`src/design/gbrm_pkg.sv`:
```
package gbrm_pkg;

  // Input item kinds carried on s_tuser.
  localparam logic CMD_WRITE = 1'b0;
  localparam logic CMD_QUERY = 1'b1;

  // Configuration register indexes.
  localparam logic [2:0] REG_RADIUS  = 3'd0;
  localparam logic [2:0] REG_WIDTH   = 3'd1;
  localparam logic [2:0] REG_HEIGHT  = 3'd2;
  localparam logic [2:0] REG_WEIGHT0 = 3'd3;
  localparam logic [2:0] REG_WEIGHT4 = 3'd7;

  localparam int NUM_WEIGHTS = 5;
  localparam int CW          = 12;  // signed tap coordinate width
  localparam int ACC_W       = 48;  // up to 15x15 taps of 8x32-bit products
  localparam int PROD_W      = 40;

  localparam logic [7:0] CHAN_MAX = 8'd255;
  localparam logic [7:0] CHAN_MIN = 8'd0;

  typedef logic [NUM_WEIGHTS-1:0][15:0] weight_set_t;

  typedef struct packed {
    logic valid;
    logic last;
  } tap_ctrl_t;

  // Mirror a tap coordinate into 0..size-1 without repeating the edge pixel.
  function automatic logic [8:0] fold(input logic signed [CW-1:0] c_in,
                                      input logic [8:0] size);
    logic signed [CW-1:0] c;
    logic signed [CW-1:0] s;
    c = c_in;
    s = $signed({{(CW-9){1'b0}}, size});
    if (c < 0) c = -c;
    if (c >= s) c = (s <<< 1) - CW'(2) - c;
    if (c < 0) c = '0;
    if (c >= s) c = s - CW'(1);
    return c[8:0];
  endfunction

  // One-dimensional weight at distance d; distances above four weigh nothing.
  function automatic logic [15:0] weight_of(input weight_set_t ws, input logic [2:0] d);
    logic [15:0] w;
    w = '0;
    if (d < 3'(NUM_WEIGHTS)) w = ws[d];
    return w;
  endfunction

endpackage

```
`src/design/gbrm_tap_seq.sv`:
```
module gbrm_tap_seq #(
  parameter int MAX_WIDTH = 256,
  parameter int AW        = 16
) (
  input  logic                 clk,
  input  logic                 rst,
  input  logic                 start,
  input  logic [7:0]           x_pos,
  input  logic [7:0]           y_pos,
  input  logic [2:0]           radius,
  input  logic [8:0]           width,
  input  logic [8:0]           height,
  input  gbrm_pkg::weight_set_t weights,
  output logic                 rd_en,
  output logic [AW-1:0]        rd_addr,
  output logic [31:0]          wt,
  output gbrm_pkg::tap_ctrl_t  ctrl,
  output logic                 busy
);
  import gbrm_pkg::*;

  logic              running;
  logic signed [3:0] dx, dy;
  logic [7:0]        x_base, y_base;
  logic [2:0]        r_lat;

  logic signed [3:0]    r_s;
  logic signed [CW-1:0] cx, cy;
  logic [8:0]           tx, ty;
  logic [2:0]           adx, ady;
  logic [31:0]          wt_next;
  logic                 last_tap;

  assign r_s      = $signed({1'b0, r_lat});
  assign cx       = $signed({{(CW-8){1'b0}}, x_base}) + CW'(dx);
  assign cy       = $signed({{(CW-8){1'b0}}, y_base}) + CW'(dy);
  assign tx       = fold(cx, width);
  assign ty       = fold(cy, height);
  assign adx      = (dx < 0) ? 3'(-dx) : 3'(dx);
  assign ady      = (dy < 0) ? 3'(-dy) : 3'(dy);
  assign wt_next  = {16'b0, weight_of(weights, adx)} * {16'b0, weight_of(weights, ady)};
  assign last_tap = (dx == r_s) && (dy == r_s);

  assign rd_en   = running;
  assign rd_addr = AW'(32'(ty) * MAX_WIDTH + 32'(tx));
  assign busy    = running;

  always_ff @(posedge clk) begin
    if (rst) begin
      running <= 1'b0;
      ctrl    <= '0;
    end else begin
      ctrl.valid <= running;
      ctrl.last  <= running && last_tap;
      if (start) begin
        running <= 1'b1;
      end else if (running && last_tap) begin
        running <= 1'b0;
      end
    end
  end

  always_ff @(posedge clk) begin
    wt <= wt_next;
    if (start) begin
      x_base <= x_pos;
      y_base <= y_pos;
      r_lat  <= radius;
      dx     <= -$signed({1'b0, radius});
      dy     <= -$signed({1'b0, radius});
    end else if (running) begin
      if (dx == r_s) begin
        dx <= -r_s;
        dy <= dy + 4'sd1;
      end else begin
        dx <= dx + 4'sd1;
      end
    end
  end

endmodule

```
`config.mk`:
```
export PLATFORM = sky130hd
export DESIGN_NAME = gbrm_tap_seq
export DESIGN_NICKNAME = d
export VERILOG_FILES = /design/src/design/gbrm_pkg.sv /design/src/design/gbrm_tap_seq.sv
export SDC_FILE = /design/constraint.sdc
export NUM_CORES = 1
export LEC_CHECK = 0
export ABC_AREA = 1
export BUFFER_PORTS_ARGS = -buffer_cell sky130_fd_sc_hd__buf_2
export CORE_ASPECT_RATIO = 0.9
export CORE_MARGIN = 2
export CORE_UTILIZATION = 26
export CTS_CLUSTER_DIAMETER = 200
export DETAILED_ROUTE_END_ITERATION = 16
export HOLD_SLACK_MARGIN = 0.15
export SYNTH_ARGS = -nofsm -noshare
export SYNTH_HDL_FRONTEND = slang
export SYNTH_SLANG_ARGS = --single-unit
```
`constraint.sdc`:
```
create_clock -name clk -period 9.7 [get_ports clk]
set_clock_uncertainty 0.1 [all_clocks]
set_input_delay 0.97 -clock clk [delete_from_list [all_inputs] [get_ports clk]]
set_output_delay 0.97 -clock clk [all_outputs]
set_load 0.01 [all_outputs]
```
==> flow_summary.toml <==
[grt]
grt_util_met3 = 0.03987
grt_antenna_before_repair = 17
wire_length_of_the_first_global_routing_pass_mm = 75.73
grtUsageMet2 = 0.2432
met1_usage_grt = 0.2182
global_route.usage.total = 0.1580
pin_count_of_the_biggest_net_entering_global_routing = 35
first_global_vias = 14080
top_usage_layer = "met2"
gr-total-overflow = 0

[critical_path]
reg2reg_slack_ns = 0.95
reg2reg_from = "dx[1]"
setup.worst_path.class = "flip-flop to flip-flop"
cp_slowest_stage_delay_ns = 0.61
crit_fanout = 16
worst_path_arrival_ns = 8.92
critPathSlowestCell = "inv_1"
cp-start-kind = "flip-flop"
crit-reg2reg-capture = "wt[29]"
endpoint_kind = "flip-flop"
r2r_worst_path_depth = 32
crit_required_ns = 9.87

[cts]
clockRootBuffer = "clkbuf_16"
clk_latency_ns = 0.38
ctsLongestPathBuffers = 2
tritoncts.num_buffers = 9
cts_hold_repair.buffers = 0
cts.sinks = 62
post_cts_clock_slew_at_the_launch_and_capture_registers_of_the_worst_setup_and_hold_paths_ns = 0.06
cts-htree-levels = 3
postCtsSetupRepairBufs = 0
tritoncts = "yes"

[timing]
timing_hold_violations_final = 0
fin_tns_setup_ns = 0
worst_slew_margin_rel = 0.5177
max_clock_freq_mhz = 114.2
post-route-period-util = 0.9024
rsz_0062_raised_after_global_routing = "false"
fin_crit_ns = 8.753
maxSlewViolCount = 0
finalSetupViolations = 0
timing_worst_slew_pin_value_ns = 0.7226

[detailed_routing]
detail_route.wirelength_mm = 46.68
via_count = 13890
vias_per_cell = 4.476
routed_wire_per_std_cell_um = 15.04
final_antenna_net_count = 0
drcViolationCount = 0
detailedRoute.firstIterationViolations = 953
first_pass_iters = 5

[job]
timing.max_cap.violations = 0

[layout]
fraction_of_final_layout_cells_sized_beyond_drive_strength_1 = 0.1315
layout.core_utilization = 0.2996
instances_no_fill = 3103
synthToLayoutAreaGrowth_pct = 14.54
fillerInstances = 6554
final_nets = 2804

[synthesis]
ys_seq_area_frac = 0.09701
synth_edf_count = 27
synthArstFlopShare = 0
synth_top_cell_area_share = 0.2544
largest_area_contributor_in_the_synthesized_netlist = "fa_1"
synthesis.area_per_instance_um2 = 7.297
syn_inst = 2135
netlist_top_cells_area = "fa_1 25%, ha_1 15%, nand2_1 11%, inv_1 10%, edfxtp_1 5.2%"
synthMostInstantiatedCell = "nand2_1"
ys_top_cells_by_count = "439 x nand2_1, 433 x inv_1, 198 x fa_1"
ys_ff_latch = 62
synthFlopType = "dfxtp_1"
netlist_area_before_placement_um2 = 15580
netlist-cell-type-count = 50
yosysWarningCount = 0

[floorplanning]
die_outline_area_um2 = 61900
core.rowCount = 85
die_y_um = 236.2
core_area_um2 = 59560
top_level_ports = 172
starting_density = 0.2616
die_width_um = 262.0

[min_path]
hold_path_startpoint = "busy"
min_delay_path_depth = 2
holdCritPathClass = "flip-flop to flip-flop"
min_delay_worst_endpoint = "ctrl[1]"

[placed_design]
post-place-cells = 3071
gpl.final_weighted_congestion = 0.9090
numPortBuffers = 171
dpl.hpwl_mm = 40.11

[status]
status = "completed"
-- layer usage --
layer / part of all wire / routed length, µm
met1: 0.45 / 20890
met2: 0.44 / 20490
met3: 0.099 / 4611
met4: 0.014 / 647
met5: 0.00069 / 32
-- kinds of logic after synthesis --
kind of cell             after synthesis  share of synthesized area
AND/OR/NAND/NOR                      813                     0.2268
buffers and inverters                507                     0.1230
adder cells (fa/ha/maj)              385                     0.4046
AO/OA/AOI/OAI                        282                    0.09966
XOR/XNOR                              85                    0.04875
flip-flops                            62                    0.09701
other                                  1                  0.0002407
-- what timing repair did --
| item | in CTS | in global routing |
|---|---|---|
| hold endpoints to repair | 0 | 0 |
| gates resized for setup | 0 | 2 |
| setup endpoints to repair | 0 | 1 |
-- worst max-delay path: cells and delay by family, from the launching register on --
family | cells | cell delay, ns
compound gates | 9 | 1.96
xor+xnor | 1 | 0.14
fa+ha+maj | 8 | 3.68
buf+inv | 6 | 1.41
flops | 1 | 0.44
simple gates | 8 | 0.90
-- placed cells by master (no fill, tap or decap), types with 27 or more instances in the layout --
cell      count
fa_1        198
inv_1       432
xor2_1       58
nor2_1      187
o21ai_0     110
nand2_1     438
buf_2       171
ha_1        187
dfxtp_1      35
buf_4        38
edfxtp_1     27
a21oi_1     109
nand3_1      94
-- sequential cells by signal, indices dropped and copies added (netlist names) --
| signal | flops |
|---|---|
| dy | 4 |
| busy | 1 |
| r_lat | 3 |
| x_base | 8 |
| y_base | 8 |
| dx | 4 |
| wt | 32 |
| ctrl | 2 |
-- cell type report --
cell class,count,area [µm²],area share
Antenna cell,16,40.04,0.002244
Clock buffer,9,225.2,0.01262
Clock inverter,7,80.08,0.004487
Inverter,450,1693,0.09486
Multi-Input combinational cell,1567,12180,0.6823
Sequential cell,62,1511,0.08469
Tap cell,783,979.7,0.05490
Timing Repair Buffer,209,1141,0.06394
-- stage by stage --
step           hold slack, ns  setup WS [ns]  cell area [µm²]
5_1_grt                0.5212         0.1145            17820
3_3_place_gp           0.4691         0.9070            17500
4_1_cts                0.4875         0.7821            17800
2_1_floorplan          0.4281          1.682            15580
6_report               0.4787         0.9470            17850
3_5_place_dp           0.4769         0.7944            17500
-- worst max-delay path by stage --
stage                     cells after the start  slack [ns]  start  endpoint
after detailed placement                     34        0.79  dy[1]    wt[29]
after global routing                         34        0.11  dy[1]    wt[29]
after global placement                       34        0.91  dy[1]    wt[29]
after CTS                                    34        0.78  dy[1]    wt[29]
after floorplan                              35        1.68  dx[0]    wt[29]
final                                        32        0.95  dx[1]    wt[29]
Power is not shown: default switching activity piles up to over one toggle a cycle in this logic, so the estimate is an artifact.
