===== src/design/gbrm_pkg.sv =====
package gbrm_pkg;

  // Input item kinds carried on s_tuser.
  localparam logic CMD_WRITE = 1'b0;
  localparam logic CMD_QUERY = 1'b1;

  // Configuration register indexes.
  localparam logic [2:0] REG_RADIUS  = 3'd0;
  localparam logic [2:0] REG_WIDTH   = 3'd1;
  localparam logic [2:0] REG_HEIGHT  = 3'd2;
  localparam logic [2:0] REG_WEIGHT0 = 3'd3;
  localparam logic [2:0] REG_WEIGHT4 = 3'd7;

  localparam int NUM_WEIGHTS = 5;
  localparam int CW          = 12;  // signed tap coordinate width
  localparam int ACC_W       = 48;  // up to 15x15 taps of 8x32-bit products
  localparam int PROD_W      = 40;

  localparam logic [7:0] CHAN_MAX = 8'd255;
  localparam logic [7:0] CHAN_MIN = 8'd0;

  typedef logic [NUM_WEIGHTS-1:0][15:0] weight_set_t;

  typedef struct packed {
    logic valid;
    logic last;
  } tap_ctrl_t;

  // Mirror a tap coordinate into 0..size-1 without repeating the edge pixel.
  function automatic logic [8:0] fold(input logic signed [CW-1:0] c_in,
                                      input logic [8:0] size);
    logic signed [CW-1:0] c;
    logic signed [CW-1:0] s;
    c = c_in;
    s = $signed({{(CW-9){1'b0}}, size});
    if (c < 0) c = -c;
    if (c >= s) c = (s <<< 1) - CW'(2) - c;
    if (c < 0) c = '0;
    if (c >= s) c = s - CW'(1);
    return c[8:0];
  endfunction

  // One-dimensional weight at distance d; distances above four weigh nothing.
  function automatic logic [15:0] weight_of(input weight_set_t ws, input logic [2:0] d);
    logic [15:0] w;
    w = '0;
    if (d < 3'(NUM_WEIGHTS)) w = ws[d];
    return w;
  endfunction

endpackage


===== src/design/gbrm_mac.sv =====
module gbrm_mac (
  input  logic                clk,
  input  logic                rst,
  input  logic                clear,
  input  logic [23:0]         pixel,
  input  logic [31:0]         wt,
  input  gbrm_pkg::tap_ctrl_t ctrl,
  output logic                done,
  output logic [7:0]          red,
  output logic [7:0]          green,
  output logic [7:0]          blue
);
  import gbrm_pkg::*;

  logic [PROD_W-1:0] prod_r, prod_g, prod_b;
  tap_ctrl_t         pctrl;
  logic [ACC_W-1:0]  acc_r, acc_g, acc_b;

  function automatic logic [7:0] clamp(input logic [ACC_W-1:0] a);
    logic [7:0] v;
    v = (a[ACC_W-1:32] > (ACC_W-32)'(CHAN_MAX)) ? CHAN_MAX : a[39:32];
    return v;
  endfunction

  always_ff @(posedge clk) begin
    prod_r <= PROD_W'(pixel[23:16]) * PROD_W'(wt);
    prod_g <= PROD_W'(pixel[15:8]) * PROD_W'(wt);
    prod_b <= PROD_W'(pixel[7:0]) * PROD_W'(wt);
    if (clear) begin
      acc_r <= '0;
      acc_g <= '0;
      acc_b <= '0;
    end else if (pctrl.valid) begin
      acc_r <= acc_r + ACC_W'(prod_r);
      acc_g <= acc_g + ACC_W'(prod_g);
      acc_b <= acc_b + ACC_W'(prod_b);
    end
  end

  always_ff @(posedge clk) begin
    if (rst) begin
      pctrl <= '0;
      done  <= 1'b0;
    end else begin
      pctrl <= ctrl;
      done  <= pctrl.valid && pctrl.last;
    end
  end

  assign red   = clamp(acc_r);
  assign green = clamp(acc_g);
  assign blue  = clamp(acc_b);

endmodule


===== config.mk =====
export PLATFORM = sky130hd
export DESIGN_NAME = gbrm_mac
export DESIGN_NICKNAME = d
export VERILOG_FILES = /design/src/design/gbrm_pkg.sv /design/src/design/gbrm_mac.sv
export SDC_FILE = /design/constraint.sdc
export NUM_CORES = 2
export LEC_CHECK = 0
export BUFFER_PORTS_ARGS = -buffer_cell sky130_fd_sc_hd__buf_4
export CAP_MARGIN = 20
export CORE_UTILIZATION = 55
export DETAILED_ROUTE_END_ITERATION = 8
export GPL_ROUTABILITY_DRIVEN = 0
export PLACE_DENSITY = 0.78
export SYNTH_ARGS = -nofsm -noshare
export SYNTH_HDL_FRONTEND = slang
export SYNTH_SLANG_ARGS = --single-unit
export TNS_END_PERCENT = 5

===== constraint.sdc =====
create_clock -name clk -period 15.9 [get_ports clk]
set_clock_uncertainty 0.1 [all_clocks]
set_input_delay 0.795 -clock clk [delete_from_list [all_inputs] [get_ports clk]]
set_output_delay 0.795 -clock clk [all_outputs]
set_load 0.02 [all_outputs]

==> results.sh <==
export IMPL_status="completed"
export IMPL_area_growth_synth_to_final_pct=6.00
export IMPL_rsz0062_at_grt="no"
export IMPL_synthFlopType="dfxtp_1"
export IMPL_antenna_found_initial=9
export IMPL_synth_top_cell_by_area="fa_1"
export IMPL_worstPathArrival_ps=6060
export IMPL_track_usage=0.273
export IMPL_nNetsFinal=5223
export IMPL_place_inst=5213
export IMPL_end_kind="flip-flop"
export IMPL_fin_setup_tns_ps=0
export IMPL_final_util=0.588
export IMPL_pwr_share_comb=0.736
export IMPL_wl_per_cell_um=17.8
export IMPL_worstPathMaxFanout=32
export IMPL_dieArea_um2=70200
export IMPL_p_leak_nw=19.4
export IMPL_synth_xor_area_share=0.0472
export IMPL_fillers=5936
export IMPL_worst_pin_slew_ps=986
export IMPL_synthesis_nets=5300
export IMPL_numCtsBuffers=35
export IMPL_routed_wirelength_um=93800
export IMPL_firstDrtPassIters=6
export IMPL_seq_power_share=0.151
export IMPL_synth_edf_count=0
export IMPL_layout_drive_gt1_share=0.0479
export IMPL_yosys_area_share_simple=0.210
export IMPL_cap_violations=0
export IMPL_hp_class="in -> reg"
export IMPL_cp_start_kind="input port"
export IMPL_cp_cell_sequence="buf_4, and2_1, fa_1, fa_1, fa_1, inv_1, fa_1, inv_1, ha_1, nand3_1, nor4_1, nand3_1, a211o_1, a21oi_1, nand3_1, o31ai_1, a21oi_1, xnor2_1"
export IMPL_cts_root_buf="clkbuf_16"
export IMPL_path_common_cell="fa_1"
export IMPL_synth_common_cells="616 x and2_1, 543 x fa_1, 541 x inv_1, 344 x nand2_1, 300 x ha_1"
export IMPL_muxShareOfSynthArea=0.0178
export IMPL_synth_top_cell_area_share=0.286
export IMPL_rows=96
export IMPL_hold_depth=2
export IMPL_core_area_um2=68600
export IMPL_postRouteAntennaNets=0
export IMPL_r2r_setup_slack_ps=12190
export IMPL_clockBufferDepth=3
export IMPL_io_pins=86
export IMPL_clk_pin_slew_ps=60
export IMPL_yosysSeqAreaShare=0.140
export IMPL_setup_viol_count_final=0
export IMPL_drv_slew=0
export IMPL_max_freq_mhz=174
export IMPL_use_met2=0.445
export IMPL_netSwitchingPower_mw=3.54
export IMPL_start_util=0.555
export IMPL_portBuffers=85
export IMPL_ys_ff_latch=267
export IMPL_path_class="in -> reg"
export IMPL_cts_resized=0
export IMPL_cellPowerDensity_nw_per_um2=178
export IMPL_max_stage_delay_ps=500
export IMPL_holdPathEnd="pctrl[1]$_SDFF_PP0_"
export IMPL_synth_warnings=0
export IMPL_post_route_period_util=0.361
export IMPL_hold_buffers=0
export IMPL_slew_headroom=0.343
export IMPL_die_w_um=265
export IMPL_clock_latency_ps=560
export IMPL_swShare=0.492
export IMPL_rr_worst_depth=13
export IMPL_slowest_stage="fa_1"
export IMPL_synth_top_family_by_area="adder cells"
export IMPL_hold_start="rst"
export IMPL_clock_sinks=267
export IMPL_drc=0
export IMPL_instances_no_fill=5279
export IMPL_drt_initial_drc_count=2259
export IMPL_syn_inst=4396
export IMPL_vias=30100
export IMPL_syn_avg_cell_area_um2=8.66
export IMPL_fp_dieH_um=265
export IMPL_htreeDepth=2
export IMPL_grt_util_met3=0.0485
export IMPL_synth_fa_ha_area_frac=0.384
export IMPL_yosys_cell_types_count=87
export IMPL_cts_tree="built"
export IMPL_yosysMostFrequentCell="and2_1"
export IMPL_grt_pass1_vias=30800
export IMPL_hpwl_um=70600
export IMPL_cp_required_ps=16220
export IMPL_timing_rr_start="acc_g[0]$_SDFFE_PP0P_"
export IMPL_clkPwrFrac=0.113
export IMPL_top_usage_layer="met2"
export IMPL_r2r_end="acc_g[28]$_SDFFE_PP0P_"
export IMPL_overflow=0
export IMPL_p_int_mw=3.65
export IMPL_async_flop_share=0
export IMPL_ir_drop_v=0.0000964
export IMPL_netlist_area_um2=38100
export IMPL_period_minus_slack_ps=5740
export IMPL_grt_max_degree=81
export IMPL_hold_viol=0
export IMPL_grt_use_met1=0.370
export IMPL_via_per_inst=5.69
export IMPL_synthTopCellsByArea="fa_1 29%, dfxtp_1 14%, and2_1 10%, ha_1 9.9%, inv_1 5.3%"
export IMPL_post_cts_buffers=0
export IMPL_grt_pass1_wl_um=155000
export IMPL_synth_compound_area_frac=0.127
[cells by family after synthesis]
kind of cell    Yosys count
fa+ha+maj               843
flops                   267
mux                      67
compound gates          745
xor+xnor                205
buf+inv                 747
simple gates           1522
[cell type report]
class | count | area (µm²) | share of cell area
clock inverters | 17 | 210 | 0.00521
inverters | 541 | 2030 | 0.0503
flip-flops and latches | 267 | 5350 | 0.133
well taps | 931 | 1160 | 0.0289
clock buffers | 44 | 981 | 0.0243
multi-input cells | 3382 | 29900 | 0.741
diodes | 5 | 12.5 | 0.000310
repair buffers | 92 | 691 | 0.0171
[worst max path at each step]
stage / cells after the start / slack (ps) / start / endpoint
after floorplan: 20 / 10280 / pixel[18] / prod_r[39]$_DFF_P_
after global placement: 18 / 9780 / pixel[11] / prod_g[36]$_DFF_P_
after global routing: 20 / 9920 / pixel[18] / prod_r[39]$_DFF_P_
after CTS: 18 / 10280 / pixel[11] / prod_g[36]$_DFF_P_
final: 18 / 10160 / pixel[11] / prod_g[36]$_DFF_P_
after detailed placement: 19 / 9710 / pixel[19] / prod_r[38]$_DFF_P_
[metrics by stage]
step	hold WS (ps)	total power [mW]	instance area (µm²)	setup WS (ps)
global route	312	7.87	40300	9920
detailed placement	323	6.30	39100	9710
global placement	309	6.21	39100	9780
floorplan	304	5.09	38100	10280
finish	324	7.19	40300	10160
CTS	295	7.17	40300	10280
[worst max-delay path: cells and delay by family]
kind | cells | cell delay, ps
fa+ha+maj | 5 | 2340
simple gates | 5 | 1180
compound gates | 4 | 900
buf+inv | 3 | 420
xor+xnor | 1 | 370
[registers in the layout, summed over array words and instances (netlist names)]
signal and cells:
prod_r 40, prod_g 40, prod_b 40, acc_g 48, acc_b 48, pctrl 2, acc_r 48, done 1
[power groups by stage]
stage	Clock, mW	Combinational, mW	Sequential, mW
after floorplan	0	4.07	1.03
after global placement	0	5.12	1.09
after detailed placement	0	5.20	1.10
after CTS	0.833	5.25	1.08
final	0.813	5.29	1.09
after global routing	0.858	5.91	1.11
[layout by cell type (no fill, tap or decap), types with 92 or more instances in the layout]
master,netlist,final
a21o_1,102,102
a21oi_1,249,249
and2_1,616,616
buf_4,1,92
dfxtp_1,267,266
fa_1,543,543
ha_1,300,300
inv_1,541,540
nand2_1,344,344
nor2_1,256,255
o21ai_0,120,120
xnor2_1,126,126
[metal layers]
metal	part of all wire	wire length, µm	vias up
li1	-	-	14100
met1	0.44	41200	14900
met2	0.46	43200	972
met3	0.073	6840	167
met4	0.027	2550	6
met5	0.00038	36	-
No activity file was read; power rests on OpenSTA's default activity.
